$ cat src/rtl/core/sms_seg_pkg.sv
// ----------------------------------------------------------------------------
// sms_seg_pkg
// Shared types, constants and the GSM 7-bit alphabet lookup of the SMS
// segment counter.
// ----------------------------------------------------------------------------
package sms_seg_pkg;

	localparam int MAX_UNITS = 4096;

	localparam int SEPTET_W = 13;
	localparam int UNIT_W   = 12;
	localparam int PART_W   = 6;
	localparam int CODE_W   = 16;

	localparam logic [SEPTET_W-1:0] SEPTET_MAX = {SEPTET_W{1'b1}};
	localparam int UNIT_CAP_INT = ((MAX_UNITS - 1) < 4095) ? (MAX_UNITS - 1) : 4095;
	localparam logic [UNIT_W-1:0] UNIT_CAP = UNIT_CAP_INT[UNIT_W-1:0];

	localparam logic [SEPTET_W-1:0] GSM_SINGLE_MAX  = 13'd160;
	localparam logic [UNIT_W-1:0]   UCS2_SINGLE_MAX = 12'd70;

	// floor(x / 153) and floor(x / 67) as (x * RECIP) >> RECIP_SHIFT, exact
	// over the full counter range
	localparam int RECIP_SHIFT = 20;
	localparam int RECIP_W     = 14;
	localparam logic [RECIP_W-1:0] GSM_RECIP  = 14'd6854;
	localparam logic [RECIP_W-1:0] UCS2_RECIP = 14'd15651;

	typedef enum logic [1:0] {
		CLS_ZERO,
		CLS_BASIC,
		CLS_EXT,
		CLS_NONE
	} unit_class_t;

	typedef struct packed {
		logic                all_gsm;
		logic [SEPTET_W-1:0] septets;
		logic [UNIT_W-1:0]   units;
	} msg_totals_t;

	function automatic unit_class_t classify_unit(input logic [CODE_W-1:0] u);
		unit_class_t c;
		c = CLS_NONE;
		unique case (u)
			16'h0000: c = CLS_ZERO;
			16'h0040, 16'h00A3, 16'h0024, 16'h00A5, 16'h00E8, 16'h00E9, 16'h00F9,
			16'h00EC, 16'h00F2, 16'h00C7, 16'h000A, 16'h00D8, 16'h00F8, 16'h000D,
			16'h00C5, 16'h00E5, 16'h0394, 16'h005F, 16'h03A6, 16'h0393, 16'h039B,
			16'h03A9, 16'h03A0, 16'h03A8, 16'h03A3, 16'h0398, 16'h039E, 16'h001B,
			16'h00C6, 16'h00E6, 16'h00DF, 16'h00C9, 16'h0020, 16'h0021, 16'h0022,
			16'h0023, 16'h00A4, 16'h0025, 16'h0026, 16'h0027, 16'h0028, 16'h0029,
			16'h002A, 16'h002B, 16'h002C, 16'h002D, 16'h002E, 16'h002F, 16'h0030,
			16'h0031, 16'h0032, 16'h0033, 16'h0034, 16'h0035, 16'h0036, 16'h0037,
			16'h0038, 16'h0039, 16'h003A, 16'h003B, 16'h003C, 16'h003D, 16'h003E,
			16'h003F, 16'h00A1, 16'h0041, 16'h0042, 16'h0043, 16'h0044, 16'h0045,
			16'h0046, 16'h0047, 16'h0048, 16'h0049, 16'h004A, 16'h004B, 16'h004C,
			16'h004D, 16'h004E, 16'h004F, 16'h0050, 16'h0051, 16'h0052, 16'h0053,
			16'h0054, 16'h0055, 16'h0056, 16'h0057, 16'h0058, 16'h0059, 16'h005A,
			16'h00C4, 16'h00D6, 16'h00D1, 16'h00DC, 16'h00A7, 16'h00BF, 16'h0061,
			16'h0062, 16'h0063, 16'h0064, 16'h0065, 16'h0066, 16'h0067, 16'h0068,
			16'h0069, 16'h006A, 16'h006B, 16'h006C, 16'h006D, 16'h006E, 16'h006F,
			16'h0070, 16'h0071, 16'h0072, 16'h0073, 16'h0074, 16'h0075, 16'h0076,
			16'h0077, 16'h0078, 16'h0079, 16'h007A, 16'h00E4, 16'h00F6, 16'h00F1,
			16'h00FC, 16'h00E0: c = CLS_BASIC;
			16'h20AC, 16'h000C, 16'h005B, 16'h005C, 16'h005D, 16'h005E, 16'h007B,
			16'h007C, 16'h007D, 16'h007E: c = CLS_EXT;
			default: c = CLS_NONE;
		endcase
		return c;
	endfunction

endpackage

$ cat src/rtl/core/sms_seg_parts.sv
// ----------------------------------------------------------------------------
// sms_seg_parts
// Segment count of a finished message: single part at or below the threshold,
// otherwise a ceiling division by the per-part payload via reciprocal multiply.
// ----------------------------------------------------------------------------
module sms_seg_parts (
	input  sms_seg_pkg::msg_totals_t          totals,
	output logic [sms_seg_pkg::PART_W-1:0]    part_count
);
	import sms_seg_pkg::*;

	localparam int PROD_W = SEPTET_W + RECIP_W;

	logic [SEPTET_W-1:0] num;
	logic [RECIP_W-1:0]  recip;
	logic [PROD_W-1:0]   prod;
	logic                single;

	always_comb begin
		if (totals.all_gsm) begin
			num    = totals.septets - SEPTET_W'(1);
			recip  = GSM_RECIP;
			single = (totals.septets <= GSM_SINGLE_MAX);
		end else begin
			num    = SEPTET_W'(totals.units) - SEPTET_W'(1);
			recip  = UCS2_RECIP;
			single = (totals.units <= UCS2_SINGLE_MAX);
		end
		prod = PROD_W'(num) * PROD_W'(recip);
		if (single) begin
			part_count = PART_W'(1);
		end else begin
			part_count = prod[RECIP_SHIFT +: PART_W] + PART_W'(1);
		end
	end

endmodule

$ cat src/rtl/core/sms_segment_counter_top.sv
// ----------------------------------------------------------------------------
// sms_segment_counter_top
// Counts GSM 7-bit septets and UCS-2 units of a message and reports the
// number of SMS parts it needs on its last unit.
// ----------------------------------------------------------------------------
// One UCS-2 code unit is accepted every cycle while in_ready is high. Each
// unit is registered, looked up in the GSM alphabet and folded into the
// message counters in the next cycle; the counter update is a single saturating
// add per cycle, which sets the rate of one unit per clock. The totals of a
// message are registered after the lookup and counter update, and the segment
// division of them goes into the output register. Counters clear as the last
// unit is folded in, so the next message may follow without a gap. Two results
// can wait on out_ready; while both are held, a last unit stalls in the input
// register and the input stalls behind it.
module sms_segment_counter_top (
	input  logic                                clk,
	input  logic                                arst_n,
	input  logic                                in_valid,
	output logic                                in_ready,
	input  logic [sms_seg_pkg::CODE_W-1:0]      code_unit,
	input  logic                                last_unit,
	output logic                                out_valid,
	input  logic                                out_ready,
	output logic [sms_seg_pkg::PART_W-1:0]      part_count,
	output logic                                fits_gsm7,
	output logic [sms_seg_pkg::SEPTET_W-1:0]    septet_total,
	output logic [sms_seg_pkg::UNIT_W-1:0]      unit_total
);
	import sms_seg_pkg::*;

	logic                valid_s1;
	logic [CODE_W-1:0]   code_s1;
	logic                last_s1;

	logic                valid_s2;
	msg_totals_t         tot_s2;

	logic                out_valid_q;
	logic [PART_W-1:0]   part_q;
	msg_totals_t         tot_q;

	logic [SEPTET_W-1:0] septet_q;
	logic [UNIT_W-1:0]   unit_q;
	logic                all_gsm_q;

	logic                en_out;
	logic                en2;
	logic                consume1;
	logic                en1;

	unit_class_t         cls;
	logic [SEPTET_W:0]   septet_sum;
	logic [UNIT_W:0]     unit_sum;
	msg_totals_t         tot_next;
	logic [PART_W-1:0]   part_next;

	assign en_out   = !out_valid_q || out_ready;
	assign en2      = !valid_s2 || en_out;
	assign consume1 = valid_s1 && (!last_s1 || en2);
	assign en1      = !valid_s1 || consume1;
	assign in_ready = en1;

	always_comb begin
		cls        = classify_unit(code_s1);
		septet_sum = {1'b0, septet_q};
		unique case (cls)
			CLS_BASIC: septet_sum = {1'b0, septet_q} + (SEPTET_W+1)'(1);
			CLS_EXT:   septet_sum = {1'b0, septet_q} + (SEPTET_W+1)'(2);
			CLS_ZERO,
			CLS_NONE:  septet_sum = {1'b0, septet_q};
			default:   septet_sum = {1'b0, septet_q};
		endcase
		unit_sum = {1'b0, unit_q} + (UNIT_W+1)'(1);

		tot_next.all_gsm = all_gsm_q && (cls != CLS_NONE);
		tot_next.septets = (septet_sum > {1'b0, SEPTET_MAX}) ? SEPTET_MAX
		                                                     : septet_sum[SEPTET_W-1:0];
		tot_next.units   = (unit_sum > {1'b0, UNIT_CAP}) ? UNIT_CAP : unit_sum[UNIT_W-1:0];
	end

	always_ff @(posedge clk or negedge arst_n) begin
		if (!arst_n) begin
			valid_s1 <= 1'b0;
		end else if (en1) begin
			valid_s1 <= in_valid;
		end
	end

	always_ff @(posedge clk) begin
		if (en1 && in_valid) begin
			code_s1 <= code_unit;
			last_s1 <= last_unit;
		end
	end

	// fold the unit in; clear for the next message on the last unit
	always_ff @(posedge clk or negedge arst_n) begin
		if (!arst_n) begin
			septet_q  <= '0;
			unit_q    <= '0;
			all_gsm_q <= 1'b1;
		end else if (consume1) begin
			if (last_s1) begin
				septet_q  <= '0;
				unit_q    <= '0;
				all_gsm_q <= 1'b1;
			end else begin
				septet_q  <= tot_next.septets;
				unit_q    <= tot_next.units;
				all_gsm_q <= tot_next.all_gsm;
			end
		end
	end

	always_ff @(posedge clk or negedge arst_n) begin
		if (!arst_n) begin
			valid_s2 <= 1'b0;
		end else if (en2) begin
			valid_s2 <= consume1 && last_s1;
		end
	end

	always_ff @(posedge clk) begin
		if (en2 && consume1 && last_s1) begin
			tot_s2 <= tot_next;
		end
	end

	sms_seg_parts u_parts (
		.totals     (tot_s2),
		.part_count (part_next)
	);

	always_ff @(posedge clk or negedge arst_n) begin
		if (!arst_n) begin
			out_valid_q <= 1'b0;
		end else if (en_out) begin
			out_valid_q <= valid_s2;
		end
	end

	always_ff @(posedge clk) begin
		if (en_out && valid_s2) begin
			part_q <= part_next;
			tot_q  <= tot_s2;
		end
	end

	assign out_valid    = out_valid_q;
	assign part_count   = part_q;
	assign fits_gsm7    = tot_q.all_gsm;
	assign septet_total = tot_q.septets;
	assign unit_total   = tot_q.units;

`ifndef SYNTH
	a_part_nonzero: assert property (@(posedge clk) disable iff (!arst_n)
		out_valid_q |-> (part_q != '0) && (part_q <= PART_W'(62)))
		else $error("part count out of range");

	a_single_gsm: assert property (@(posedge clk) disable iff (!arst_n)
		(out_valid_q && tot_q.all_gsm && (tot_q.septets <= GSM_SINGLE_MAX))
		|-> (part_q == PART_W'(1)))
		else $error("short GSM message not a single part");

	a_unit_cap: assert property (@(posedge clk) disable iff (!arst_n)
		unit_q <= UNIT_CAP)
		else $error("unit counter above cap");

	a_last_stall: assert property (@(posedge clk) disable iff (!arst_n)
		(valid_s1 && last_s1 && !en2) |-> !in_ready)
		else $error("accepted item while last unit stalled");

	a_clear_after_last: assert property (@(posedge clk) disable iff (!arst_n)
		(consume1 && last_s1) |=> (unit_q == '0) && (septet_q == '0) && all_gsm_q)
		else $error("counters not cleared after last unit");
`endif

endmodule
$ cat config.mk
export PLATFORM = sky130hd
export DESIGN_NAME = sms_segment_counter_top
export DESIGN_NICKNAME = d
export VERILOG_FILES = /design/src/rtl/core/sms_seg_pkg.sv /design/src/rtl/core/sms_seg_parts.sv /design/src/rtl/core/sms_segment_counter_top.sv
export SDC_FILE = /design/constraint.sdc
export NUM_CORES = 1
export LEC_CHECK = 0
export BUFFER_PORTS_ARGS = -buffer_cell sky130_fd_sc_hd__buf_2
export CAP_MARGIN = 20
export CORE_UTILIZATION = 53
export DETAILED_ROUTE_END_ITERATION = 10
export PLACE_DENSITY = 0.73
export SETUP_SLACK_MARGIN = 0.1
export SLEW_MARGIN = 20
export SYNTH_ARGS = -nofsm -noshare
export SYNTH_HDL_FRONTEND = slang
export SYNTH_HIERARCHICAL = 1
export SYNTH_SLANG_ARGS = --single-unit
$ cat constraint.sdc
create_clock -name clk -period 8.15 [get_ports clk]
set_clock_uncertainty 0.05 [all_clocks]
set_input_delay 1.63 -clock clk [delete_from_list [all_inputs] [get_ports clk]]
set_output_delay 1.63 -clock clk [all_outputs]
set_load 0.02 [all_outputs]
======== Yosys cells after proc, flatten, opt, wreduce, memory -nomap -nowiden ========
Cells that the tools add are included.
cells by class
  reduce and logical (&&, ||, !) cells .... 20
  muxes and demuxes ....................... 10
  order comparisons ....................... 4
  equality and inequality tests ........... 142
  add/sub/neg operators ................... 6
  multipliers ............................. 1
operators with widths
  operator                                                                  number
  16-bit by 7-bit equality test with 1-bit output (second input constant)   62
  16-bit by 6-bit equality test with 1-bit output (second input constant)   32
  16-bit by 8-bit equality test with 1-bit output (second input constant)   29
  16-bit by 10-bit equality test with 1-bit output (second input constant)  10
  128-bit OR reduction                                                      1
  16-bit by 4-bit equality test with 1-bit output (second input constant)   3
  14-bit case mux with 3 select lines                                       1
  13-bit 2-to-1 mux                                                         3
  13-bit by 14-bit multiplier with 26-bit output                            1
  12-bit 2-to-1 mux                                                         2
  16-bit by 14-bit equality test with 1-bit output (second input constant)  1
  16-bit by 5-bit equality test with 1-bit output (second input constant)   1
  16-bit zero test                                                          1
  13-bit by 1-bit adder with 14-bit output (second input constant)          1
  13-bit by 2-bit adder with 14-bit output (second input constant)          1
  14-bit by 13-bit > comparator with 1-bit output (second input constant)   1
  14-bit 2-to-1 mux                                                         1
  12-bit by 1-bit adder with 13-bit output (second input constant)          1
  13-bit by 12-bit > comparator with 1-bit output (second input constant)   1
  13-bit by 8-bit <= comparator with 1-bit output (second input constant)   1
  12-bit by 1-bit subtractor with 13-bit output (second input constant)     1
  13-bit by 1-bit subtractor with 13-bit output (second input constant)     1
  12-bit by 7-bit <= comparator with 1-bit output (second input constant)   1
  10-bit OR reduction                                                       1
  11 further kinds                                                          25
word-level totals
  output and inout port bits .............. 34
  register bits ........................... 104

======== Longest topological paths before layout ========
Gate-level depths: netlist of run 1.
  word-level depth ........................ 9
  depth in mapped cells ................... 31

======== Modules after synthesis ========
Netlist of run 1, hierarchy kept.
by module, submodules not included
  module                   seq. area each (um2)  times used  area each (um2)  cells each
  sms_segment_counter_top  2979.1                1           5102.4           442
  sms_seg_parts            0.0                   1           5012.3           583

======== Worst setup path before layout of run 1 ========
Ideal clock, no wire load.
  path type ............................... flip-flop to flip-flop
  start point ............................. reg tot_s2[25] (netlist bit)
  end point ............................... reg part_q[2], in the netlist part_count[2] (data pin)
  library setup time ...................... 0.147 ns
  buffers on the path ..................... 4
  data arrival time ....................... 7.458 ns
  cell stages (with the launch flop) ...... 30
  slack ................................... 0.495 ns
  path through ............................ edfxtp_1 > buf_6 > buf_6 > clkbuf_1 > clkbuf_1 > mux2i_1 > ha_1 > o21ai_1 > nor3_1 > xor2_1 > nor2_1 > or2_1 > ha_1 > inv_1 > fa_1 > inv_1 > fa_1 > fa_1 > fa_1 > ha_1 > a21oi_1 > a21oi_1 > nor4b_1 > a31oi_4 > nand2_1 > xnor2_1 > ha_1 > inv_1 > or3_1 > a21boi_1
between the ends
  word-level cells in the longest chain between the ends .. 3
ends and longest elaborated chain
  what                                                           RTL line                        source
  start: declaration                                             sms_segment_counter_top.sv:36   msg_totals_t tot_s2;
  start signal: assignment                                       sms_segment_counter_top.sv:125  tot_s2 <= tot_next;
  13-bit 2-to-1 mux / 14-bit 2-to-1 mux (equally long branches)  sms_seg_parts.sv:20             if (totals.all_gsm) begin
  13-bit by 14-bit multiplier with 26-bit output                 sms_seg_parts.sv:29             prod = PROD_W'(num) * PROD_W'(recip);
  6-bit by 1-bit adder with 6-bit output                         sms_seg_parts.sv:33             part_count = prod[RECIP_SHIFT +: PART_W] + PART_W'(1);
  end signal: assignment                                         sms_segment_counter_top.sv:144  part_q <= part_next;
  end: declaration                                               sms_segment_counter_top.sv:39   logic [PART_W-1:0] part_q;
Several ways; a longest one is shown, not always the timed one.
A chain may end at the register's enable or synchronous reset.

======== Worst setup path in the final report of run 1 ========
Same ends and word-level chain as after synthesis.

==> results of run 1 <==
[logic make-up (layout without fill, tap and decap cells)]
logic type | after synthesis | count (layout) | share of synthesized area, %
AO/OA/AOI/OAI | 175 | 175 | 12.2
flip-flops | 104 | 104 | 29.5
AND/OR/NAND/NOR | 277 | 277 | 14.7
multiplexers | 18 | 18 | 1.78
XOR/XNOR | 32 | 32 | 2.85
other | 2 | 4 | 0.0742
adder cells (fa/ha/maj) | 192 | 192 | 30.3
buffers and inverters | 225 | 255 | 8.71
[routing by layer]
| layer | wire [um] | vias up | global-route usage, % |
|---|---|---|---|
| li1 | - | 3585 | - |
| met4 | 384 | 0 | 6.65 |
| met3 | 921 | 31 | 2.80 |
| met1 | 9530 | 3580 | 30.8 |
| met5 | 0 | - | 0 |
| met2 | 10500 | 191 | 38.5 |
[sequential cells by signal (all words and copies together), names as in the netlist, 6 cells and up]
register	flops
code_s1	16
part_count	6
septet_q	13
septet_total	13
tot_s2	26
unit_q	12
unit_total	12
[cells in the mapped netlist (all sizes together), types with 11 or more instances]
cell type,number,area (um^2)
inv,177,664
ha,104,1300
fa,88,1760
edfxtp,75,2250
nand2,72,270
nor2,51,194
o21ai,38,194
a21oi,35,179
clkbuf,31,118
dfrtp,28,701
nand3,26,135
nor3,25,125
xnor2,23,201
a22o,18,158
mux2i,18,180
buf,17,98.8
a31oi,11,83.8
[what timing repair did]
item | in CTS | in global routing
buffers inserted | 0 | 4
hold buffers | 0 | 0
endpoints found under the setup margin | 0 | 1
[worst max path at each step]
stage / endpoint / slack, ps
after detailed placement: part_count[2] / 630
after CTS: part_count[2] / 580
after global placement: part_count[2] / 830
after global routing: part_count[2] / 300
final: part_count[2] / 810
after floorplan: part_count[2] / 500
[cell usage in the layout (no fill, tap or decap), types with 10 or more instances in the layout]
cell type and count:
dfrtp_1 28, nand2b_1 10, ha_1 104, nor2_1 50
edfxtp_1 75, xnor2_1 23, a21oi_1 34, mux2i_1 18
buf_2 54, o21ai_1 10, fa_1 88, nand3_1 25
nand2_1 72, a31oi_1 10, inv_1 175, nor3_1 25
o21ai_0 27, a22o_1 18
[power groups by stage]
stage          logic (mW)  clock network, mW  registers, mW
2_1_floorplan        1.49                  0          0.710
3_3_place_gp         1.88                  0          0.695
3_5_place_dp         1.93                  0          0.695
4_1_cts              1.95              0.453          0.684
5_1_grt              2.21              0.470          0.690
6_report             1.93              0.445          0.684
[stage by stage]
step	util [%]	total power [mW]	cells	hold WS, ps
6_report	58.0	3.06	1291	423
5_1_grt	58.0	3.37	1291	446
4_1_cts	57.9	3.09	1287	418
3_5_place_dp	56.2	2.63	1271	408
3_3_place_gp	56.2	2.58	1271	408
2_1_floorplan	-	2.20	1027	392
[cell type report]
class | count | area, um^2
clock inverter | 7 | 91.3
timing repair buffer | 62 | 330
inverter | 177 | 664
clock buffer | 9 | 225
multi-input combinational | 698 | 6270
tap | 234 | 293
sequential | 104 | 2980
fill | 1578 | 7850
[critical path, delay by kind of cell (launching register included)]
| family | cells | cell delay, ps |
|---|---|---|
| simple gates | 7 | 1610 |
| buf+inv | 9 | 870 |
| compound gates | 4 | 980 |
| xor+xnor | 2 | 450 |
| fa+ha+maj | 7 | 2860 |
| flops | 1 | 370 |
==> results.txt, run 1 <==
----------------------------------------------------
[Worst setup path]
  Most common cell type on the critical path ... inv_1
  Worst Setup Start Kind ... register
  Required time at the endpoint of the critical path ... slightly above 8000 ps
  Endpoint of the most critical register-to-register path ... part_count[2]
  Internal reg-to-reg setup slack ... around 810 ps
  Critical Path AT ... ~7500 ps
  Maximum net fanout on the critical path ... 11
  Highest cell delay on the worst timing path ... 560 ps
  Depth of the worst register-to-register path ... 29
  Max stage delay cell, worst path ... fa_1
  Startpoint of the lowest-slack register-to-register path ... tot_s2[25]
  Crit path from ... tot_s2[25]
  Kind of end point of the critical path ... register
  Critical path class ... register to register

[Hold path]
  Beginning of the worst hold path ... tot_s2[1]
  Type of the worst min-delay path ... register to register
  End point of the most critical hold path ... unit_total[1]
  Cells on Worst Hold Path ... 0

[Clocking]
  Resized cells post-CTS ... 0
  Number of clock buffers inserted by TritonCTS ... 9
  Clock tree from TritonCTS ... done
  Clock sink count ... ~100
  Clock transition at the register clock pins on the worst setup and hold paths after CTS ... approximately 80 ps
  Longest Clk Path Bufs ... 2
  Clk root buf ... clkbuf_16
  Level count of the clock H-tree ... 3
  Clock latency of the later-clocked register in the worst-skew pair ... between 300 and 400 ps

[Finish]
  Share of cells above drive strength 1 ... 9.65%
  Final Net Count ... ~1300
  Finished layout cell area ... 10900 um^2
  Diode count ... 0
  Synthesis-to-finish area growth ... 7.32%

[Power]
  Pint ... 1.69 mW
  P per Cell Area ... roughly 280 nW/um^2
  Switching share of total power ... approximately 45%
  Flop pwr share ... 22.3%
  Switching component of the power ... around 1.4 mW
  Leakage power figure ... roughly 5 nW
  Clock group share of total power ... 14.5%
  Worst IR drop on VDD ... between 0.0002 and 0.00025 V
  Portion of total power attributed to combinational logic ... between 60% and 70%

[Die]
  Area enclosed by the die boundary ... 19600 um^2
  Core box area ... approximately 19000 um^2
  Horizontal extent of the die ... roughly 140 um
  Height of the die ... 140 um
  Count of standard-cell rows ... 50
  I/O pin total ... 55
  Effective utilization at floorplan ... between 50% and 60%

[STA]
  Post-Route Setup TNS ... 0 ps
  Slew @ Worst Pin ... roughly 1000 ps
  Post-route fraction of the period consumed by the critical path ... approximately 90%
  Minimum setup slack in the final design ... 808 ps
  RSZ-0062 raised after global routing ... no
  Slew margin rel. ... between 30% and 40%
  Post-route minimum period ... around 7300 ps
  Final Hold Violating Endpoints ... 0
  Setup-failing EPs final ... 0
  Max-slew violations ... 0
  Maximum operating frequency ... between 100 and 150 MHz

[Logic synthesis]
  Yosys cell types ... slightly above 90
  Number of warning messages in the yosys log ... 6
  Gate count of the mapped netlist ... just over 1000
  Cell Area, Synth ... a little over 10000 um^2
  Flip-flop cell with the highest count after synthesis ... edfxtp_1
  Async SR Flop Fraction ... between 20% and 30%
  Synthesized area per cell ... approximately 9.9 um^2
  Flops & latches, synth ... around 100
  Share of the yosys chip area belonging to registers ... between 20% and 30%
  Number of flops mapped to enable cells by yosys ... between 70 and 80

[Route]
  Starting DRC count in detailed routing ... ~450
  Final wirelength ... 21300 um
  Total number of vias ... 7387
  Post-DR vias/cell ... 5.72
  Detailed-route wire length per cell ... 16.5 um
  Number of iterations in the first detailed-routing pass ... 5
  Antenna Violating Nets Remaining ... 0
  # DRC ... 0

[Global routing]
  Global-route wire length before repair ... 35200 um
  Initial antenna violation count ... 0
  Largest net degree at the start of global routing ... 33
  Vias in the first global route ... 7189
  GRT Total Usage ... 22.8%
  GRT overflow ... 0

[Flow run]
  Count of max-cap constraint violations ... 0

[Placement]
  Detailed Place HPWL ... between 15000 and 20000 um
  Port Buf Inserts ... 54
  Area after detailed placement ... about 11000 um^2
  Placer congestion estimate ... around 0.94
  DP Worst Slack ... roughly 630 ps

[Run status]
  Outcome ... completed

----------------------------------------------------
No activity file was read; power rests on OpenSTA's default activity.
==> run 2: changes to the inputs <==
CORE_UTILIZATION = 35   (was 53)
PLACE_DENSITY = not set   (was 0.73)
==> results.txt, run 2 (synthesis gave the netlist of run 1 again) <==
----------------------------------------------------
[Run status]
  Outcome ... completed (unchanged)

[Worst setup path]
  Maximum net fanout on the critical path ... 20 (was 11)
  Most common cell type on the critical path ... fa_1 (was inv_1)
  Highest cell delay on the worst timing path ... 580 ps (was 560 ps)
  Worst Setup Start Kind ... register (unchanged)
  Series of cell instances along the critical path ... buf_4, nor3b_1, o221ai_1, nor4_1, xnor2_1, mux2i_1, inv_2, fa_1, fa_1, fa_1, fa_1, fa_1, inv_1, ha_1, inv_1, nor4_1, a221oi_1, a31oi_4, nand2_1, xnor2_1, ha_1, inv_1, or3_1, a21boi_1
  Max stage delay cell, worst path ... fa_1 (unchanged)
  Kind of end point of the critical path ... register (unchanged)
  Required time at the endpoint of the critical path ... 8310 ps (about the same)
  Critical path class ... register to register (unchanged)
  Critical Path AT ... 7640 ps (was 7500 ps)

[STA]
  Max-slew violations ... 0 (unchanged)
  Setup-failing EPs final ... 0 (unchanged)
  Worst hold margin ... 484 ps (was 423 ps)
  RSZ-0062 raised after global routing ... no (unchanged)
  Post-route fraction of the period consumed by the critical path ... 91.8% (was 90.1%)
  Post-route minimum period ... 7480 ps (was 7340 ps)
  Maximum operating frequency ... 134 MHz (was 136 MHz)
  Minimum setup slack in the final design ... 670 ps (was 808 ps)
  Post-Route Setup TNS ... 0 ps (unchanged)
  Slew margin rel. ... 37.8% (was 31.8%)
  Final Hold Violating Endpoints ... 0 (unchanged)
  Slew @ Worst Pin ... 931 ps (was 1020 ps)

[Clocking]
  Level count of the clock H-tree ... 3 (unchanged)
  Number of clock buffers inserted by TritonCTS ... 9 (unchanged)
  Clock transition at the register clock pins on the worst setup and hold paths after CTS ... 90 ps (was 80 ps)
  Clk root buf ... clkbuf_16 (unchanged)
  Clock tree from TritonCTS ... done (unchanged)
  Clock sink count ... 104 (unchanged)
  Longest Clk Path Bufs ... 2 (unchanged)
  Clock latency of the later-clocked register in the worst-skew pair ... 360 ps (was 350 ps)
  Hold_buf cts ... 0 (unchanged)

[Power]
  Final total power ... 3.07 mW (was 3.06 mW)
  Clock group share of total power ... 14.8% (was 14.5%)
  Portion of total power attributed to combinational logic ... 62.9% (was 63.1%)
  Switching share of total power ... 44.9% (about the same)
  P per Cell Area ... 278 nW/um^2 (was 282 nW/um^2)
  Pint ... 1.69 mW (about the same)
  Flop pwr share ... 22.3% (about the same)
  Switching component of the power ... 1.38 mW (was 1.37 mW)
  Worst IR drop on VDD ... 0.000223 V (was 0.000201 V)
  Leakage power figure ... 5.02 nW (about the same)

[Finish]
  Diode count ... 0 (unchanged)
  Most frequent cells in the layout ... inv_1 (175), ha_1 (104), fa_1 (88) (unchanged)
  Finished layout cell area ... 11100 um^2 (was 10900 um^2)
  Largest register FFs ... 26 (unchanged)
  Register name with the most flops ... tot_s2 (unchanged)
  Largest registers ... tot_s2 x26, code_s1 x16 (unchanged)
  Area of combinational cells with multiple inputs ... 6290 um^2 (was 6270 um^2)
  Final Util ... 39.4% (was 58.0%)
  Synthesis-to-finish area growth ... 9.40% (was 7.32%)
  Filler cell count in the final layout ... 2862 (was 1578)
  Post-layout instance count excluding filler cells ... 1434 (was 1291)
  Most common cell after layout, fill and taps aside ... inv_1 (unchanged)
  Final Net Count ... 1264 (was 1265)
  Share of cells above drive strength 1 ... 9.85% (was 9.65%)
  Total area of sequential cells ... 2980 um^2 (unchanged)

[Placement]
  Count of placed standard cells including taps ... 1417 (was 1271)
  Placer congestion estimate ... 0.858 (was 0.940)
  DP Worst Slack ... 593 ps (was 630 ps)
  Detailed Place HPWL ... 17800 um (was 17100 um)
  Area after detailed placement ... 10700 um^2 (was 10500 um^2)
  Port Buf Inserts ... 54 (unchanged)

[Route]
  Total number of vias ... 7312 (was 7387)
  Routed met1 length ... 10300 um (was 9530 um)
  Post-DR vias/cell ... 5.10 (was 5.72)
  Detailed-route wire length per cell ... 15.5 um (was 16.5 um)
  Final wirelength ... 22300 um (was 21300 um)
  Routed length on met2 ... 11000 um (was 10500 um)
  Metal3 WL ... 782 um (was 921 um)
  # DRC ... 0 (unchanged)
  Antenna Violating Nets Remaining ... 0 (unchanged)
  Starting DRC count in detailed routing ... 436 (was 451)
  Highest metal layer used by the detailed router ... met4 (unchanged)
  Number of iterations in the first detailed-routing pass ... 5 (unchanged)

[Die]
  Height of the die ... 172 um (was 140 um)
  Effective utilization at floorplan ... 36.0% (was 54.1%)
  Horizontal extent of the die ... 172 um (was 140 um)
  I/O pin total ... 55 (unchanged)
  Area enclosed by the die boundary ... 29600 um^2 (was 19600 um^2)
  Core box area ... 28100 um^2 (was 18700 um^2)
  Count of standard-cell rows ... 61 (was 50)

[Global routing]
  Vias in the first global route ... 7082 (was 7189)
  Largest net degree at the start of global routing ... 33 (unchanged)
  GRT Total Usage ... 15.7% (was 22.8%)
  Global-route wire length before repair ... 36400 um (was 35200 um)
  GRT overflow ... 0 (unchanged)
  Initial antenna violation count ... 0 (unchanged)

[Flow run]
  Count of max-cap constraint violations ... 0 (unchanged)

[Hold path]
  Type of the worst min-delay path ... register to register (unchanged)

----------------------------------------------------
run 2: cell count changes in the layout (fill, tap and decap cells not counted):
cell,change
nor4b_2,+2
inv_12,-1
a211oi_1,-1
clkinv_8,+1
nor4b_1,-2
a211oi_2,+1
buf_4,-2
buf_16,+1
run 2: what timing repair did:
action                     4_1_cts  5_1_grt
gates resized for setup          0        3
setup endpoints to repair        0        2
setup buffers                    0        0
run 2: cell type report:
cell class | count | area share (%)
Clock buffer | 9 | 2.04
Sequential cell | 104 | 26.9
Tap cell | 378 | 4.27
Multi-Input combinational cell | 698 | 56.8
Clock inverter | 7 | 0.825
Inverter | 177 | 6.00
Timing Repair Buffer | 61 | 3.10
run 2: power groups by stage:
| stage | Clock, mW | Combinational (mW) | Sequential, mW |
|---|---|---|---|
| floorplan | 0 | 1.49 | 0.710 |
| global placement | 0 | 1.90 | 0.698 |
| detailed placement | 0 | 1.93 | 0.697 |
| CTS | 0.465 | 1.95 | 0.686 |
| global route | 0.484 | 2.25 | 0.691 |
| finish | 0.453 | 1.93 | 0.685 |
run 2: final timing paths:
| kind | cells after the start | slack [ps] | from | end |
|---|---|---|---|---|
| worst max-delay path | 24 | 670 | tot_s2[25] | part_count[2] |
| worst min-delay path | 0 | 480 | tot_s2[1] | unit_total[1] |
| worst max register to register | 24 | 670 | tot_s2[25] | part_count[2] |
| worst min register to register | 0 | 480 | tot_s2[1] | unit_total[1] |
| max in group asynchronous | 1 | 6330 | arst_n | septet_q[12] |
| min in group asynchronous | 1 | 1260 | arst_n | valid_s2 |
run 2: worst max-delay path: cells and delay by family (launching register included):
kind | cells | cell delay, ps
xor gates and xnor gates | 2 | 330
buffers and inverters | 5 | 590
muxes | 1 | 290
AOI/OAI and AO/OA | 4 | 1120
adders and majority gates | 7 | 3170
DFF | 1 | 550
and+or+nand+nor | 5 | 1210
run 2: routing by layer:
| metal | global-route usage, % | vias to the layer above |
|---|---|---|
| met5 | 0 | - |
| met3 | 2.04 | 14 |
| li1 | - | 3577 |
| met4 | 3.31 | 0 |
| met1 | 21.6 | 3557 |
| met2 | 26.4 | 164 |
==> run 3: changes to the inputs <==
GPL_TIMING_DRIVEN = 0   (was not set)
clock period = 6.7 ns   (was 8.15 ns; I/O delays follow)
==> results.txt, run 3 (synthesis gave the netlist of run 1 again) <==
----------------------------------------------------
[Run status]
  Outcome ... complete, but fails checks (was completed)
  Violated checks ... setup timing

[Clocking]
  Level count of the clock H-tree ... 3 (unchanged)
  Number of clock buffers inserted by TritonCTS ... 9 (unchanged)
  Clock sink count ... 104 (unchanged)
  Longest Clk Path Bufs ... 2 (unchanged)
  Clock tree from TritonCTS ... done (unchanged)
  Clock transition at the register clock pins on the worst setup and hold paths after CTS ... 80 ps (was 90 ps)
  Hold_buf cts ... 0 (unchanged)
  Clock latency of the later-clocked register in the worst-skew pair ... 360 ps (about the same)
  Clk root buf ... clkbuf_16 (unchanged)

[STA]
  Maximum operating frequency ... 145 MHz (was 134 MHz)
  Minimum setup slack in the final design ... -200 ps (was 670 ps)
  Worst hold margin ... 454 ps (was 484 ps)
  Post-Route Setup TNS ... -493 ps (was 0 ps)
  Slew margin rel. ... 44.5% (was 37.8%)
  Slew @ Worst Pin ... 833 ps (was 931 ps)
  RSZ-0062 raised after global routing ... yes (was no)
  Post-route fraction of the period consumed by the critical path ... 103% (was 91.8%)
  Post-route minimum period ... 6900 ps (was 7480 ps)
  Max-slew violations ... 0 (unchanged)
  Setup-failing EPs final ... 4 (was 0)
  Final Hold Violating Endpoints ... 0 (unchanged)

[Finish]
  Largest register FFs ... 26 (unchanged)
  Synthesis-to-finish area growth ... 20.6% (was 9.40%)
  Final Net Count ... 1352 (was 1264)
  Share of cells above drive strength 1 ... 21.2% (was 9.85%)
  Most frequent cells in the layout ... inv_1 (166), ha_1 (94), fa_1 (88) (was inv_1 (175), ha_1 (104), fa_1 (88))
  Most common cell after layout, fill and taps aside ... inv_1 (unchanged)
  Register name with the most flops ... tot_s2 (unchanged)
  Finished layout cell area ... 12200 um^2 (was 11100 um^2)
  Final Util ... 43.4% (was 39.4%)
  Diode count ... 0 (unchanged)
  Filler cell count in the final layout ... 2719 (was 2862)
  Largest registers ... tot_s2 x26, code_s1 x16 (unchanged)
  Total area of sequential cells ... 2980 um^2 (unchanged)
  Area of combinational cells with multiple inputs ... 6840 um^2 (was 6290 um^2)
  Post-layout instance count excluding filler cells ... 1522 (was 1434)

[Power]
  Switching share of total power ... 43.3% (was 44.9%)
  P per Cell Area ... 382 nW/um^2 (was 278 nW/um^2)
  Pint ... 2.65 mW (was 1.69 mW)
  Switching component of the power ... 2.02 mW (was 1.38 mW)
  Final total power ... 4.66 mW (was 3.07 mW)
  Clock group share of total power ... 11.7% (was 14.8%)
  Worst IR drop on VDD ... 0.000283 V (was 0.000223 V)
  Leakage power figure ... 5.47 nW (was 5.02 nW)
  Portion of total power attributed to combinational logic ... 70.7% (was 62.9%)
  Flop pwr share ... 17.7% (was 22.3%)

[Global routing]
  Global-route wire length before repair ... 38500 um (was 36400 um)
  Initial antenna violation count ... 0 (unchanged)
  GRT Total Usage ... 16.5% (was 15.7%)
  GRT overflow ... 0 (unchanged)
  Vias in the first global route ... 7756 (was 7082)
  Largest net degree at the start of global routing ... 30 (was 33)

[Placement]
  Placer congestion estimate ... 0.913 (was 0.858)
  DP Worst Slack ... -668 ps (was 593 ps)
  Count of placed standard cells including taps ... 1460 (was 1417)
  Area after detailed placement ... 11100 um^2 (was 10700 um^2)
  Port Buf Inserts ... 54 (unchanged)
  Detailed Place HPWL ... 18400 um (was 17800 um)

[Route]
  Final wirelength ... 23600 um (was 22300 um)
  Antenna Violating Nets Remaining ... 0 (unchanged)
  Starting DRC count in detailed routing ... 411 (was 436)
  Number of iterations in the first detailed-routing pass ... 5 (unchanged)
  Post-DR vias/cell ... 5.07 (was 5.10)
  Total number of vias ... 7719 (was 7312)
  Detailed-route wire length per cell ... 15.5 um (about the same)
  # DRC ... 0 (unchanged)

[Die]
  Core box area ... 28100 um^2 (unchanged)
  Effective utilization at floorplan ... 36.0% (unchanged)
  I/O pin total ... 55 (unchanged)
  Height of the die ... 172 um (unchanged)
  Horizontal extent of the die ... 172 um (unchanged)
  Count of standard-cell rows ... 61 (unchanged)
  Area enclosed by the die boundary ... 29600 um^2 (unchanged)

[Worst setup path]
  Kind of end point of the critical path ... register (unchanged)
  Most common cell type on the critical path ... fa_1 (unchanged)
  Worst Setup Start Kind ... register (unchanged)
  Required time at the endpoint of the critical path ... 6850 ps (was 8310 ps)
  Highest cell delay on the worst timing path ... 570 ps (was 580 ps)
  Critical Path AT ... 7050 ps (was 7640 ps)
  Maximum net fanout on the critical path ... 7 (was 20)
  Cell family with most CP delay ... adder cells (unchanged)
  Max stage delay cell, worst path ... fa_1 (unchanged)
  Worst path bufs/invs ... 8 (was 5)
  Depth of the worst register-to-register path ... 28 (was 24)
  Startpoint of the lowest-slack register-to-register path ... tot_s2[25] (unchanged)
  Endpoint of the most critical register-to-register path ... part_count[5] (was part_count[2])
  Critical path class ... register to register (unchanged)
  Internal reg-to-reg setup slack ... -200 ps (was 670 ps)

[Hold path]
  Cells on Worst Hold Path ... 0 (unchanged)
  Type of the worst min-delay path ... register to register (unchanged)
  End point of the most critical hold path ... fits_gsm7 (was unit_total[1])
  Beginning of the worst hold path ... tot_s2[25] (was tot_s2[1])

[Flow run]
  Count of max-cap constraint violations ... 0 (unchanged)

----------------------------------------------------
-- run 3: cell count changes in the layout (fill, tap and decap cells not counted), sizes merged --
cell / change
buf: +57
clkbuf: +31
-- run 3: power groups by stage --
stage / clock network, mW / logic (mW) / registers (mW)
after global routing: 0.585 / 3.70 / 0.829
after floorplan: 0 / 2.02 / 0.865
after global placement: 0 / 2.56 / 0.839
after detailed placement: 0 / 2.58 / 0.837
final: 0.545 / 3.30 / 0.823
after CTS: 0.562 / 3.08 / 0.824
-- run 3: how the worst max path moves through the flow --
stage / to / cells past startpoint / startpoint / slack (ps)
final: part_count[5] / 28 / tot_s2[25] / -200
after global routing: part_count[5] / 26 / tot_s2[25] / -540
after CTS: part_count[5] / 26 / tot_s2[25] / -170
after detailed placement: part_count[2] / 28 / tot_s2[25] / -670
after global placement: part_count[2] / 28 / tot_s2[25] / -690
after floorplan: part_count[2] / 30 / tot_s2[25] / 100
-- run 3: routing by layer --
layer  vias to the layer above  GRT usage (%)  wire, um
met1                      3783           22.0     10700
li1                       3749              -         -
met2                       158           28.4     11900
met3                        29           1.79       800
met4                         0           4.62       314
met5                         -              0         0
-- run 3: final cells by class --
cell class	instances	share of cell area (%)
Clock buffer	9	1.85
Sequential cell	104	24.4
Clock inverter	7	0.770
Buffer	48	2.24
Multi-Input combinational cell	698	56.1
Inverter	177	5.45
Tap cell	378	3.88
Timing Repair Buffer	101	5.34
-- run 3: timing repair --
action | CTS | global route
gates resized for setup | 48 | 34
setup buffers | 32 | 14
pin swaps | 38 | 50
endpoints found under the setup margin | 6 | 6
